## config.mk

```make
export PLATFORM = sky130hd
export DESIGN_NAME = keyed_fixed_window_rate_limiter_unit_flat
export DESIGN_NICKNAME = d
export VERILOG_FILES = /design/src/rtl/krl_pkg.sv /design/src/rtl/krl_req_if.sv /design/src/rtl/krl_rsp_if.sv /design/src/rtl/krl_apb_regs.sv /design/src/rtl/krl_alu.sv /design/src/rtl/krl_bucket_table.sv /design/src/rtl/keyed_fixed_window_rate_limiter_unit.sv /design/src/flat_wrapper.sv
export SDC_FILE = /design/constraint.sdc
export NUM_CORES = 2
export LEC_CHECK = 0
export BUFFER_PORTS_ARGS = -buffer_cell sky130_fd_sc_hd__buf_2
export CORE_ASPECT_RATIO = 1.25
export CORE_MARGIN = 1.5
export CORE_UTILIZATION = 50
export DETAILED_ROUTE_END_ITERATION = 8
export GPL_TIMING_DRIVEN = 1
export PLACE_DENSITY = 0.73
export SLEW_MARGIN = 20
export SYNTH_ARGS = -nofsm -noshare
export SYNTH_HDL_FRONTEND = slang
export SYNTH_SLANG_ARGS = --single-unit
```

## constraint.sdc

```tcl
create_clock -name i_clk -period 30.3 [get_ports i_clk]
set_input_delay 7.575 -clock i_clk [delete_from_list [all_inputs] [get_ports i_clk]]
set_output_delay 7.575 -clock i_clk [all_outputs]
set_load 0.02 [all_outputs]
```

## src/rtl/krl_pkg.sv

```systemverilog
// Shared types and constants of the keyed fixed-window rate limiter.
package krl_pkg;

    localparam int TIME_W     = 32;
    localparam int COUNT_W    = 16;
    localparam int ID_W       = 64;
    localparam int CFG_ADDR_W = 4;
    localparam int APB_DATA_W = 32;

    // Register indexes (byte address = 4 * index)
    localparam logic [1:0] REG_ENABLE = 2'd0;
    localparam logic [1:0] REG_SCOPE  = 2'd1;
    localparam logic [1:0] REG_MAX    = 2'd2;
    localparam logic [1:0] REG_WINDOW = 2'd3;

    typedef enum logic [1:0] {
        SCOPE_GLOBAL   = 2'd0,
        SCOPE_USER     = 2'd1,
        SCOPE_CLIENT   = 2'd2,
        SCOPE_TEMPLATE = 2'd3
    } t_scope;

    typedef struct packed {
        logic                enabled;
        t_scope              scope;
        logic [COUNT_W-1:0]  max_per_window;
        logic [COUNT_W-1:0]  window_seconds;
    } t_cfg;

    localparam logic [COUNT_W-1:0] MAX_RESET    = 16'd60;
    localparam logic [COUNT_W-1:0] WINDOW_RESET = 16'd60;

    typedef enum logic [2:0] {
        ST_IDLE,
        ST_SCAN,
        ST_DIFF,
        ST_WIN,
        ST_LIM,
        ST_INC,
        ST_RESP
    } t_state;

    typedef enum logic {
        ALU_SUB,
        ALU_ADD
    } t_alu_op;

    typedef struct packed {
        logic              carry;
        logic [TIME_W-1:0] value;
    } t_alu_res;

    typedef struct packed {
        logic done;
        logic hit;
        logic full;
    } t_scan_status;

endpackage

```

## src/rtl/krl_req_if.sv

```systemverilog
// Request channel: valid/ready handshake with the request payload.
interface krl_req_if;
    logic                        valid;
    logic                        ready;
    logic [krl_pkg::TIME_W-1:0]  now_seconds;
    logic [krl_pkg::ID_W-1:0]    user_id;
    logic                        user_present;
    logic [krl_pkg::ID_W-1:0]    client_addr;
    logic                        client_present;
    logic [krl_pkg::ID_W-1:0]    template_id;
    logic                        template_present;

    modport source (
        output valid, now_seconds, user_id, user_present, client_addr, client_present,
               template_id, template_present,
        input  ready
    );
    modport sink (
        input  valid, now_seconds, user_id, user_present, client_addr, client_present,
               template_id, template_present,
        output ready
    );
endinterface

```

## src/rtl/krl_rsp_if.sv

```systemverilog
// Response channel: valid/ready handshake with the verdict payload.
interface krl_rsp_if;
    logic                        valid;
    logic                        ready;
    logic                        throttled;
    logic [krl_pkg::COUNT_W-1:0] bucket_count;
    logic                        fail_open;

    modport source (
        output valid, throttled, bucket_count, fail_open,
        input  ready
    );
    modport sink (
        input  valid, throttled, bucket_count, fail_open,
        output ready
    );
endinterface

```

## src/rtl/krl_apb_regs.sv

```systemverilog
// APB configuration registers of the rate limiter.
module krl_apb_regs (
    input  logic                            i_clk,
    input  logic                            i_rst_n,
    input  logic                            psel,
    input  logic                            penable,
    input  logic                            pwrite,
    input  logic [krl_pkg::CFG_ADDR_W-1:0]  paddr,
    input  logic [krl_pkg::APB_DATA_W-1:0]  pwdata,
    output logic [krl_pkg::APB_DATA_W-1:0]  prdata,
    output logic                            pready,
    output krl_pkg::t_cfg                   o_cfg
);

    krl_pkg::t_cfg r_cfg;
    logic [1:0]    reg_idx;

    assign reg_idx = paddr[3:2];
    assign pready  = 1'b1;
    assign o_cfg   = r_cfg;

    always_ff @(posedge i_clk) begin
        if (!i_rst_n) begin
            r_cfg.enabled        <= 1'b0;
            r_cfg.scope          <= krl_pkg::SCOPE_GLOBAL;
            r_cfg.max_per_window <= krl_pkg::MAX_RESET;
            r_cfg.window_seconds <= krl_pkg::WINDOW_RESET;
        end else if (psel && penable && pwrite) begin
            case (reg_idx)
                krl_pkg::REG_ENABLE: r_cfg.enabled        <= pwdata[0];
                krl_pkg::REG_SCOPE:  r_cfg.scope          <= krl_pkg::t_scope'(pwdata[1:0]);
                krl_pkg::REG_MAX:    r_cfg.max_per_window <= pwdata[krl_pkg::COUNT_W-1:0];
                krl_pkg::REG_WINDOW: r_cfg.window_seconds <= pwdata[krl_pkg::COUNT_W-1:0];
                default: ;
            endcase
        end
    end

    always_comb begin
        case (reg_idx)
            krl_pkg::REG_ENABLE: prdata = krl_pkg::APB_DATA_W'(r_cfg.enabled);
            krl_pkg::REG_SCOPE:  prdata = krl_pkg::APB_DATA_W'(r_cfg.scope);
            krl_pkg::REG_MAX:    prdata = krl_pkg::APB_DATA_W'(r_cfg.max_per_window);
            krl_pkg::REG_WINDOW: prdata = krl_pkg::APB_DATA_W'(r_cfg.window_seconds);
            default:             prdata = '0;
        endcase
    end

endmodule

```

## src/rtl/krl_alu.sv

```systemverilog
// Shared 32-bit add/subtract unit; carry out doubles as the unsigned a >= b flag.
module krl_alu (
    input  krl_pkg::t_alu_op                i_op,
    input  logic [krl_pkg::TIME_W-1:0]      i_a,
    input  logic [krl_pkg::TIME_W-1:0]      i_b,
    output krl_pkg::t_alu_res               o_res
);

    logic [krl_pkg::TIME_W-1:0] b_eff;
    logic                       cin;
    logic [krl_pkg::TIME_W:0]   sum;

    always_comb begin
        case (i_op)
            krl_pkg::ALU_SUB: begin
                b_eff = ~i_b;
                cin   = 1'b1;
            end
            default: begin
                b_eff = i_b;
                cin   = 1'b0;
            end
        endcase
        sum = {1'b0, i_a} + {1'b0, b_eff} + {{krl_pkg::TIME_W{1'b0}}, cin};
    end

    assign o_res.carry = sum[krl_pkg::TIME_W];
    assign o_res.value = sum[krl_pkg::TIME_W-1:0];

endmodule

```

## src/rtl/krl_bucket_table.sv

```systemverilog
// Keyed bucket memory with fill count and a one-entry-per-cycle key scan.
module krl_bucket_table #(
    parameter  int ENTRIES  = 16,
    parameter  int KEY_BITS = 64,
    localparam int IDX_W    = (ENTRIES > 1) ? $clog2(ENTRIES) : 1,
    localparam int CNT_W    = $clog2(ENTRIES + 1)
) (
    input  logic                          i_clk,
    input  logic                          i_rst_n,
    input  logic                          i_scan,
    input  logic [KEY_BITS-1:0]           i_key,
    input  logic                          i_wr_en,
    input  logic                          i_wr_new,
    input  logic [IDX_W-1:0]              i_wr_slot,
    input  logic [KEY_BITS-1:0]           i_wr_key,
    input  logic [krl_pkg::TIME_W-1:0]    i_wr_start,
    input  logic [krl_pkg::COUNT_W-1:0]   i_wr_count,
    output krl_pkg::t_scan_status         o_status,
    output logic [IDX_W-1:0]              o_slot,
    output logic [IDX_W-1:0]              o_free_slot,
    output logic [krl_pkg::TIME_W-1:0]    o_start,
    output logic [krl_pkg::COUNT_W-1:0]   o_count
);

    localparam int EW = KEY_BITS + krl_pkg::TIME_W + krl_pkg::COUNT_W;

    // entry layout: {key, window start, count}
    logic [EW-1:0]                r_mem [ENTRIES];
    logic [EW-1:0]                r_rd_data;
    logic [IDX_W-1:0]             r_rd_idx;
    logic                         r_rd_vld;
    logic [CNT_W-1:0]             r_fill;
    logic [CNT_W-1:0]             r_idx;
    logic                         r_busy;
    logic                         r_done;
    logic                         r_hit;
    logic [IDX_W-1:0]             r_slot;
    logic [krl_pkg::TIME_W-1:0]   r_start;
    logic [krl_pkg::COUNT_W-1:0]  r_count;
    logic                         issue;
    logic                         match;

    // entries are claimed in order and never freed: valid == index below fill
    assign issue = r_busy && (r_idx < r_fill);
    assign match = r_rd_vld && (r_rd_data[EW-1 -: KEY_BITS] == i_key);

    always_ff @(posedge i_clk) begin
        if (!i_rst_n) begin
            r_busy   <= 1'b0;
            r_rd_vld <= 1'b0;
            r_done   <= 1'b0;
            r_fill   <= '0;
            r_idx    <= '0;
        end else begin
            r_done   <= r_busy && !i_scan && (match || !issue);
            r_rd_vld <= !i_scan && issue && !match;
            if (i_scan) begin
                r_busy <= 1'b1;
                r_idx  <= '0;
            end else if (r_busy) begin
                if (match || !issue) begin
                    // hit, or the last issued read came back without one
                    r_busy <= 1'b0;
                end else begin
                    r_idx <= r_idx + 1'b1;
                end
            end
            if (i_wr_en && i_wr_new) begin
                r_fill <= r_fill + 1'b1;
            end
        end
    end

    always_ff @(posedge i_clk) begin
        if (issue) begin
            r_rd_data <= r_mem[r_idx[IDX_W-1:0]];
            r_rd_idx  <= r_idx[IDX_W-1:0];
        end
        if (i_wr_en) begin
            r_mem[i_wr_slot] <= {i_wr_key, i_wr_start, i_wr_count};
        end
        if (r_busy && !i_scan) begin
            r_hit   <= match;
            r_slot  <= r_rd_idx;
            r_start <= r_rd_data[krl_pkg::COUNT_W +: krl_pkg::TIME_W];
            r_count <= r_rd_data[krl_pkg::COUNT_W-1:0];
        end
    end

    assign o_status.done = r_done;
    assign o_status.hit  = r_hit;
    assign o_status.full = (r_fill == CNT_W'(ENTRIES));
    assign o_slot        = r_slot;
    assign o_free_slot   = r_fill[IDX_W-1:0];
    assign o_start       = r_start;
    assign o_count       = r_count;

endmodule

```

## src/rtl/keyed_fixed_window_rate_limiter_unit.sv

```systemverilog
// Top level of the keyed fixed-window rate limiter: sequencer, global bucket, result register.
//
// Each request transaction selects a bucket by the key_scope register (global, user, client
// address or template; an absent key falls back to the global bucket), restarts the bucket's
// window when it has expired, then either throttles the request or counts it. One request is
// in flight at a time: the request channel is ready only while the sequencer is idle. A keyed
// request scans the bucket memory one entry per cycle through its single read port and then
// makes four passes through one shared 32-bit add/subtract unit (elapsed time, window compare,
// limit compare, increment). A global-bucket request skips the scan and makes the same four
// passes; a bypassed one (limiter off, limit or window zero) goes straight to the response
// with an allow and a zero count, and a keyed miss on a full table answers with fail_open set
// and leaves all buckets untouched. The result then holds until the response transaction
// completes. Buckets are claimed in order and never released, so a fill count replaces
// per-entry valid bits and reset needs no clearing pass.
// Configuration is written through the APB port at byte address 4 * register index.
module keyed_fixed_window_rate_limiter_unit #(
    parameter int TABLE_ENTRIES = 16,
    parameter int KEY_BITS      = 64
) (
    input  logic                            i_clk,
    input  logic                            i_rst_n,
    krl_req_if.sink                         i_req,
    krl_rsp_if.source                       o_rsp,
    input  logic                            psel,
    input  logic                            penable,
    input  logic                            pwrite,
    input  logic [krl_pkg::CFG_ADDR_W-1:0]  paddr,
    input  logic [krl_pkg::APB_DATA_W-1:0]  pwdata,
    output logic [krl_pkg::APB_DATA_W-1:0]  prdata,
    output logic                            pready
);

    localparam int IDX_W = (TABLE_ENTRIES > 1) ? $clog2(TABLE_ENTRIES) : 1;
    localparam int PAD_W = krl_pkg::TIME_W - krl_pkg::COUNT_W;

    krl_pkg::t_cfg         cfg;
    krl_pkg::t_scan_status tbl_status;
    krl_pkg::t_alu_op      alu_op;
    krl_pkg::t_alu_res     alu_res;
    krl_pkg::t_state       r_state, n_state;

    logic [krl_pkg::TIME_W-1:0]   alu_a, alu_b;
    logic [IDX_W-1:0]             tbl_slot, tbl_free_slot;
    logic [krl_pkg::TIME_W-1:0]   tbl_start;
    logic [krl_pkg::COUNT_W-1:0]  tbl_count;

    logic                         accept;
    logic                         bypass;
    logic                         sel_keyed;
    logic [KEY_BITS-1:0]          sel_key;
    logic                         scan;
    logic                         wr_en;
    logic [krl_pkg::COUNT_W-1:0]  final_count;

    // request context
    logic [krl_pkg::TIME_W-1:0]   r_now, n_now;
    logic [KEY_BITS-1:0]          r_key, n_key;
    logic                         r_glob, n_glob;
    logic                         r_new, n_new;
    logic [IDX_W-1:0]             r_slot, n_slot;
    logic [krl_pkg::TIME_W-1:0]   r_start, n_start;
    logic [krl_pkg::COUNT_W-1:0]  r_count, n_count;
    logic [krl_pkg::TIME_W-1:0]   r_diff, n_diff;
    logic                         r_thr, n_thr;

    // result register
    logic                         r_out_thr, n_out_thr;
    logic [krl_pkg::COUNT_W-1:0]  r_out_count, n_out_count;
    logic                         r_out_fail, n_out_fail;

    // global bucket
    logic                         r_gvalid, n_gvalid;
    logic [krl_pkg::TIME_W-1:0]   r_gstart, n_gstart;
    logic [krl_pkg::COUNT_W-1:0]  r_gcount, n_gcount;

    krl_apb_regs u_regs (
        .i_clk   (i_clk),
        .i_rst_n (i_rst_n),
        .psel    (psel),
        .penable (penable),
        .pwrite  (pwrite),
        .paddr   (paddr),
        .pwdata  (pwdata),
        .prdata  (prdata),
        .pready  (pready),
        .o_cfg   (cfg)
    );

    krl_alu u_alu (
        .i_op  (alu_op),
        .i_a   (alu_a),
        .i_b   (alu_b),
        .o_res (alu_res)
    );

    krl_bucket_table #(
        .ENTRIES  (TABLE_ENTRIES),
        .KEY_BITS (KEY_BITS)
    ) u_table (
        .i_clk       (i_clk),
        .i_rst_n     (i_rst_n),
        .i_scan      (scan),
        .i_key       (r_key),
        .i_wr_en     (wr_en),
        .i_wr_new    (r_new),
        .i_wr_slot   (r_slot),
        .i_wr_key    (r_key),
        .i_wr_start  (r_start),
        .i_wr_count  (final_count),
        .o_status    (tbl_status),
        .o_slot      (tbl_slot),
        .o_free_slot (tbl_free_slot),
        .o_start     (tbl_start),
        .o_count     (tbl_count)
    );

    assign i_req.ready = (r_state == krl_pkg::ST_IDLE);
    assign accept      = i_req.valid && i_req.ready;

    assign bypass = !cfg.enabled || (cfg.max_per_window == '0) || (cfg.window_seconds == '0);

    // bucket key selection; only the low KEY_BITS take part in matching
    always_comb begin
        sel_keyed = 1'b0;
        sel_key   = '0;
        case (cfg.scope)
            krl_pkg::SCOPE_USER: begin
                if (i_req.user_present) begin
                    sel_keyed = 1'b1;
                    sel_key   = i_req.user_id[KEY_BITS-1:0];
                end
            end
            krl_pkg::SCOPE_CLIENT: begin
                if (i_req.client_present) begin
                    sel_keyed = 1'b1;
                    sel_key   = i_req.client_addr[KEY_BITS-1:0];
                end
            end
            krl_pkg::SCOPE_TEMPLATE: begin
                if (i_req.template_present) begin
                    sel_keyed = 1'b1;
                    sel_key   = i_req.template_id[KEY_BITS-1:0];
                end
            end
            default: ;
        endcase
    end

    always_ff @(posedge i_clk) begin
        if (!i_rst_n) begin
            r_state  <= krl_pkg::ST_IDLE;
            r_gvalid <= 1'b0;
        end else begin
            r_state  <= n_state;
            r_gvalid <= n_gvalid;
        end
    end

    always_ff @(posedge i_clk) begin
        r_now       <= n_now;
        r_key       <= n_key;
        r_glob      <= n_glob;
        r_new       <= n_new;
        r_slot      <= n_slot;
        r_start     <= n_start;
        r_count     <= n_count;
        r_diff      <= n_diff;
        r_thr       <= n_thr;
        r_out_thr   <= n_out_thr;
        r_out_count <= n_out_count;
        r_out_fail  <= n_out_fail;
        r_gstart    <= n_gstart;
        r_gcount    <= n_gcount;
    end

    always_comb begin
        n_state     = r_state;
        n_now       = r_now;
        n_key       = r_key;
        n_glob      = r_glob;
        n_new       = r_new;
        n_slot      = r_slot;
        n_start     = r_start;
        n_count     = r_count;
        n_diff      = r_diff;
        n_thr       = r_thr;
        n_out_thr   = r_out_thr;
        n_out_count = r_out_count;
        n_out_fail  = r_out_fail;
        n_gvalid    = r_gvalid;
        n_gstart    = r_gstart;
        n_gcount    = r_gcount;
        alu_op      = krl_pkg::ALU_SUB;
        alu_a       = r_now;
        alu_b       = r_start;
        scan        = 1'b0;
        wr_en       = 1'b0;
        final_count = r_count;

        case (r_state)
            krl_pkg::ST_IDLE: begin
                if (accept) begin
                    n_now  = i_req.now_seconds;
                    n_key  = sel_key;
                    n_glob = !sel_keyed;
                    n_new  = 1'b0;
                    n_thr  = 1'b0;
                    if (bypass) begin
                        n_out_thr   = 1'b0;
                        n_out_count = '0;
                        n_out_fail  = 1'b0;
                        n_state     = krl_pkg::ST_RESP;
                    end else if (!sel_keyed) begin
                        // first global request opens its window now
                        if (r_gvalid) begin
                            n_start = r_gstart;
                            n_count = r_gcount;
                        end else begin
                            n_start = i_req.now_seconds;
                            n_count = '0;
                        end
                        n_state = krl_pkg::ST_DIFF;
                    end else begin
                        scan    = 1'b1;
                        n_state = krl_pkg::ST_SCAN;
                    end
                end
            end
            krl_pkg::ST_SCAN: begin
                if (tbl_status.done) begin
                    if (tbl_status.hit) begin
                        n_slot  = tbl_slot;
                        n_start = tbl_start;
                        n_count = tbl_count;
                        n_state = krl_pkg::ST_DIFF;
                    end else if (tbl_status.full) begin
                        // fail open: allow, flag, leave all buckets untouched
                        n_out_thr   = 1'b0;
                        n_out_count = '0;
                        n_out_fail  = 1'b1;
                        n_state     = krl_pkg::ST_RESP;
                    end else begin
                        // claim the lowest free entry with a fresh window
                        n_slot  = tbl_free_slot;
                        n_start = r_now;
                        n_count = '0;
                        n_new   = 1'b1;
                        n_state = krl_pkg::ST_DIFF;
                    end
                end
            end
            krl_pkg::ST_DIFF: begin
                // elapsed time, modulo 2^32
                alu_a   = r_now;
                alu_b   = r_start;
                n_diff  = alu_res.value;
                n_state = krl_pkg::ST_WIN;
            end
            krl_pkg::ST_WIN: begin
                alu_a = r_diff;
                alu_b = {{PAD_W{1'b0}}, cfg.window_seconds};
                if (alu_res.carry) begin
                    // window expired: restart at now
                    n_start = r_now;
                    n_count = '0;
                end
                n_state = krl_pkg::ST_LIM;
            end
            krl_pkg::ST_LIM: begin
                alu_a   = {{PAD_W{1'b0}}, r_count};
                alu_b   = {{PAD_W{1'b0}}, cfg.max_per_window};
                n_thr   = alu_res.carry;
                n_state = krl_pkg::ST_INC;
            end
            krl_pkg::ST_INC: begin
                alu_op      = krl_pkg::ALU_ADD;
                alu_a       = {{PAD_W{1'b0}}, r_count};
                alu_b       = krl_pkg::TIME_W'(1);
                final_count = r_thr ? r_count : alu_res.value[krl_pkg::COUNT_W-1:0];
                wr_en       = !r_glob;
                if (r_glob) begin
                    n_gvalid = 1'b1;
                    n_gstart = r_start;
                    n_gcount = final_count;
                end
                n_out_thr   = r_thr;
                n_out_count = final_count;
                n_out_fail  = 1'b0;
                n_state     = krl_pkg::ST_RESP;
            end
            krl_pkg::ST_RESP: begin
                if (o_rsp.ready) begin
                    n_state = krl_pkg::ST_IDLE;
                end
            end
            default: begin
                n_state = krl_pkg::ST_IDLE;
            end
        endcase
    end

    assign o_rsp.valid        = (r_state == krl_pkg::ST_RESP);
    assign o_rsp.throttled    = r_out_thr;
    assign o_rsp.bucket_count = r_out_count;
    assign o_rsp.fail_open    = r_out_fail;

    // a fail-open verdict is always an allow with a zero count
    a_fail_open_clean: assert property (@(posedge i_clk) disable iff (!i_rst_n)
        (o_rsp.valid && o_rsp.fail_open) |-> (!o_rsp.throttled && o_rsp.bucket_count == '0))
        else $error("fail_open result carries throttle or count");

    // one request at a time: no acceptance right after an acceptance
    a_no_back_to_back: assert property (@(posedge i_clk) disable iff (!i_rst_n)
        accept |=> !i_req.ready)
        else $error("request accepted while previous one in flight");

    // the table only reports scan completion while the sequencer waits for it
    a_scan_done_in_scan: assert property (@(posedge i_clk) disable iff (!i_rst_n)
        tbl_status.done |-> (r_state == krl_pkg::ST_SCAN))
        else $error("scan completion outside scan state");

    // a table write only follows a completed lookup of a keyed request
    a_write_keyed_only: assert property (@(posedge i_clk) disable iff (!i_rst_n)
        wr_en |-> (!r_glob && $past(r_state) == krl_pkg::ST_LIM))
        else $error("bucket write outside keyed update");

endmodule

```

## src/flat_wrapper.sv

```systemverilog
// flat-port wrapper written by rule: the top's interface ports become plain ports
module keyed_fixed_window_rate_limiter_unit_flat 
#(
    parameter int TABLE_ENTRIES = 16,
    parameter int KEY_BITS      = 64
)
  (i_clk, i_rst_n, psel, penable, pwrite, paddr, pwdata, prdata, pready, i_req_valid, i_req_now_seconds, i_req_user_id, i_req_user_present, i_req_client_addr, i_req_client_present, i_req_template_id, i_req_template_present, i_req_ready, o_rsp_valid, o_rsp_throttled, o_rsp_bucket_count, o_rsp_fail_open, o_rsp_ready);
  krl_req_if i_req_i ();
  krl_rsp_if o_rsp_i ();
  input  logic i_clk;
  input  logic i_rst_n;
  input  logic psel;
  input  logic penable;
  input  logic pwrite;
  input  logic [krl_pkg::CFG_ADDR_W-1:0] paddr;
  input  logic [krl_pkg::APB_DATA_W-1:0] pwdata;
  output logic [krl_pkg::APB_DATA_W-1:0] prdata;
  output logic pready;
  input wire logic [$bits(i_req_i.valid)-1:0] i_req_valid;
  input wire logic [$bits(i_req_i.now_seconds)-1:0] i_req_now_seconds;
  input wire logic [$bits(i_req_i.user_id)-1:0] i_req_user_id;
  input wire logic [$bits(i_req_i.user_present)-1:0] i_req_user_present;
  input wire logic [$bits(i_req_i.client_addr)-1:0] i_req_client_addr;
  input wire logic [$bits(i_req_i.client_present)-1:0] i_req_client_present;
  input wire logic [$bits(i_req_i.template_id)-1:0] i_req_template_id;
  input wire logic [$bits(i_req_i.template_present)-1:0] i_req_template_present;
  output wire logic [$bits(i_req_i.ready)-1:0] i_req_ready;
  output wire logic [$bits(o_rsp_i.valid)-1:0] o_rsp_valid;
  output wire logic [$bits(o_rsp_i.throttled)-1:0] o_rsp_throttled;
  output wire logic [$bits(o_rsp_i.bucket_count)-1:0] o_rsp_bucket_count;
  output wire logic [$bits(o_rsp_i.fail_open)-1:0] o_rsp_fail_open;
  input wire logic [$bits(o_rsp_i.ready)-1:0] o_rsp_ready;
  assign i_req_i.valid = i_req_valid;
  assign i_req_i.now_seconds = i_req_now_seconds;
  assign i_req_i.user_id = i_req_user_id;
  assign i_req_i.user_present = i_req_user_present;
  assign i_req_i.client_addr = i_req_client_addr;
  assign i_req_i.client_present = i_req_client_present;
  assign i_req_i.template_id = i_req_template_id;
  assign i_req_i.template_present = i_req_template_present;
  assign i_req_ready = i_req_i.ready;
  assign o_rsp_valid = o_rsp_i.valid;
  assign o_rsp_throttled = o_rsp_i.throttled;
  assign o_rsp_bucket_count = o_rsp_i.bucket_count;
  assign o_rsp_fail_open = o_rsp_i.fail_open;
  assign o_rsp_i.ready = o_rsp_ready;
  keyed_fixed_window_rate_limiter_unit #(.TABLE_ENTRIES(TABLE_ENTRIES), .KEY_BITS(KEY_BITS)) u_core (.i_clk(i_clk), .i_rst_n(i_rst_n), .i_req(i_req_i), .o_rsp(o_rsp_i), .psel(psel), .penable(penable), .pwrite(pwrite), .paddr(paddr), .pwdata(pwdata), .prdata(prdata), .pready(pready));
endmodule
```

==> metrics.txt <==
vias in the first global route between 40000 and 50000; #FFs+latches synth 2262; startpoint type of the worst setup path primary input; RR Startpoint u_core.r_state[2]; Synth async-reset ratio 0%; Final Max Tran Viols 0; most frequent cells in the layout edfxtp_1 (2210), mux4_2 (561), buf_2 (287); routed wire length per instance 28.7 um; H-tree Lvls 4; hold_sp u_core.u_table.r_rd_idx[3]; syn avg cell area 20.9 um^2; post-synthesis sequential area ratio 76.2%; I/O Pins 323; overall power 7.65 mW; RSZ-0062 raised after global routing no; IO buf count around 290; worst setup path startpoint paddr[2]; DIE HEIGHT 473 um; # clock sinks 2262; cts repair resizes 0; Cell variety after synth 72; drt pass-1 iters 7; Max-Cap Viols 0; area of the multi-input gates 0.0199 mm^2; share of layout cells above drive strength 1 27.5%; min Tclk post-route between 15 and 20 ns; 1st-iter DRT viols between 5000 and 6000; nets@finish 4893; Worst Setup End Kind primary output; gr usage total 22.8%; setup TNS 0 ns; Core ar. 0.176 mm^2; total CTS buffers 211; Fmax 61.3 MHz; worst endpoint data arrival time 8.75 ns; cell count after synthesis 4231; Vias 44200; DRC viols 0; worst hold path type reg2reg; Clk pin slew, worst setup/hold paths 0.06 ns; area of the mapped netlist between 0.08 and 0.09 mm^2; EDFF count, synth 2210; Worst VDD drop around 0.000063 V; Worst-Margin Slew 1.18 ns; Fin. Hold Viols 0; filler instances 12700; Setup Fix Bufs, Post-CTS 0; largest net degree at the start of global routing about 160; worst-path fanout max 22; clock root buffer clkbuf_16; HPWL after DPL 104000 um; first-pass GRT wire length 298000 um; ANT nets after route 0; Reg area 0.0674 mm^2; antenna violations before repair 1; Rel. slew slack 20.5%; CTS Hold Bufs 0; CTS tree done; Leak Pwr 31.6 nW; Final Cycle Share between 50% and 60%; most common cell after layout, fill and taps aside edfxtp_1; P&R area growth vs syn 12.9%; Detailed Route WL 204000 um; RePlAce Congestion approximately 0.89; grt ovf 0; Synth warnings 0; clock buffer depth 3; CP Class in2out; Initial Utilization between 50% and 60%; Critical Path RT between 20 and 25 ns; worst skew pair latency 0.85 ns; DIE AREA 0.179 mm^2; row count 172; endpoints failing setup 0; Die W 379 um; Worst Skew 0.0359 ns; Most used DFF post-synth edfxtp_1; drt via density between 6 and 7; P per Cell Area 76.6 mW/mm^2; run status finished clean
final timing paths:
path / slack (ns) / end / cells after the start
setup / recovery: 13.98 / prdata[0] / 3
hold / removal: 0.41 / u_core.u_table.o_slot[3] / 0
setup reg to reg: 24.37 / u_core.u_table.r_mem[0][95] / 9
hold reg to reg: 0.41 / u_core.u_table.o_slot[3] / 0
metrics by stage:
step | hold slack [ns] | util [%] | area [um^2] | setup WS (ns) | std cells
2_1_floorplan | 0.400 | - | 88500 | 13.83 | 4246
3_3_place_gp | 0.401 | 52.8 | 92800 | 13.99 | 6719
3_5_place_dp | 0.405 | 52.8 | 92800 | 13.98 | 6719
4_1_cts | 0.404 | 56.8 | 99800 | 13.98 | 7116
5_1_grt | 0.419 | 56.8 | 99800 | 13.93 | 7117
6_report | 0.408 | 56.8 | 99800 | 13.98 | 7119
per-layer routing:
metal	GRT usage (%)	vias to the layer above	routed length, um
met2	37.3	2410	101000
met1	32.0	23200	80600
li1	-	18300	-
met4	6.69	0	5450
met5	0	-	0
met3	3.50	332	17200
sequential cells by signal (all words and copies together) (netlist names), 32 cells and up:
register and cells:
u_core.u_table.r_mem 1792, u_core.u_table.r_rd_data 112, u_core.r_key 64, u_core.u_regs.o_cfg 35, u_core.r_diff 32, u_core.r_gstart 32, u_core.r_now 32, u_core.r_start 32
u_core.u_table.o_start 32
cell families after synthesis:
| kind of cell | synth area share (%) |
|---|---|
| AO/OA/AOI/OAI | 3.29 |
| XOR/XNOR | 0.842 |
| adder cells (fa/ha/maj) | 0.560 |
| buffers and inverters | 1.55 |
| flip-flops | 76.2 |
| multiplexers | 15.1 |
| other | 0.00849 |
| AND/OR/NAND/NOR | 2.40 |
critical path: stages:
cell and delay [ns]:
buf_2 0.43, mux4_2 0.56, buf_2 0.17
cells in the mapped netlist, types with 14 or more instances:
library cell,number,share of area (%)
a22oi_1,16,0.14
xor2_1,43,0.43
nor3_1,17,0.096
buf_4,19,0.16
a21oi_1,113,0.64
edfxtp_1,2210,75
buf_1,55,0.23
mux2_2,20,0.25
a222oi_1,65,0.74
dfxtp_1,52,1.2
clkbuf_1,157,0.67
and2_1,15,0.11
nor2_1,53,0.22
mux2i_1,52,0.59
xnor2_1,42,0.42
o22ai_1,20,0.14
a22o_1,18,0.18
nand2b_1,19,0.13
nor2b_1,54,0.38
nand2_1,219,0.93
nor4_1,20,0.14
mux4_2,561,14
and3_1,14,0.099
o21ai_0,57,0.32
inv_1,103,0.44
ha_1,38,0.54
a21o_1,23,0.20
a211oi_1,36,0.31
final cells by class:
cell class,instances,area share (%)
Clock inverter,148,1.51
Timing Repair Buffer,364,2.18
Antenna cell,2,0.00501
Sequential cell,2262,67.5
Inverter,104,0.391
Tap cell,2349,2.94
Clock buffer,249,5.47
Multi-Input combinational cell,1641,20.0
report_power, final:
group	leakage (nW)	internal (mW)	switching (mW)
Combinational	7.81	0.321	0.639
Clock	3.37	1.50	1.15
Sequential	20.4	3.81	0.220
Power figures use the tool's default switching activity.
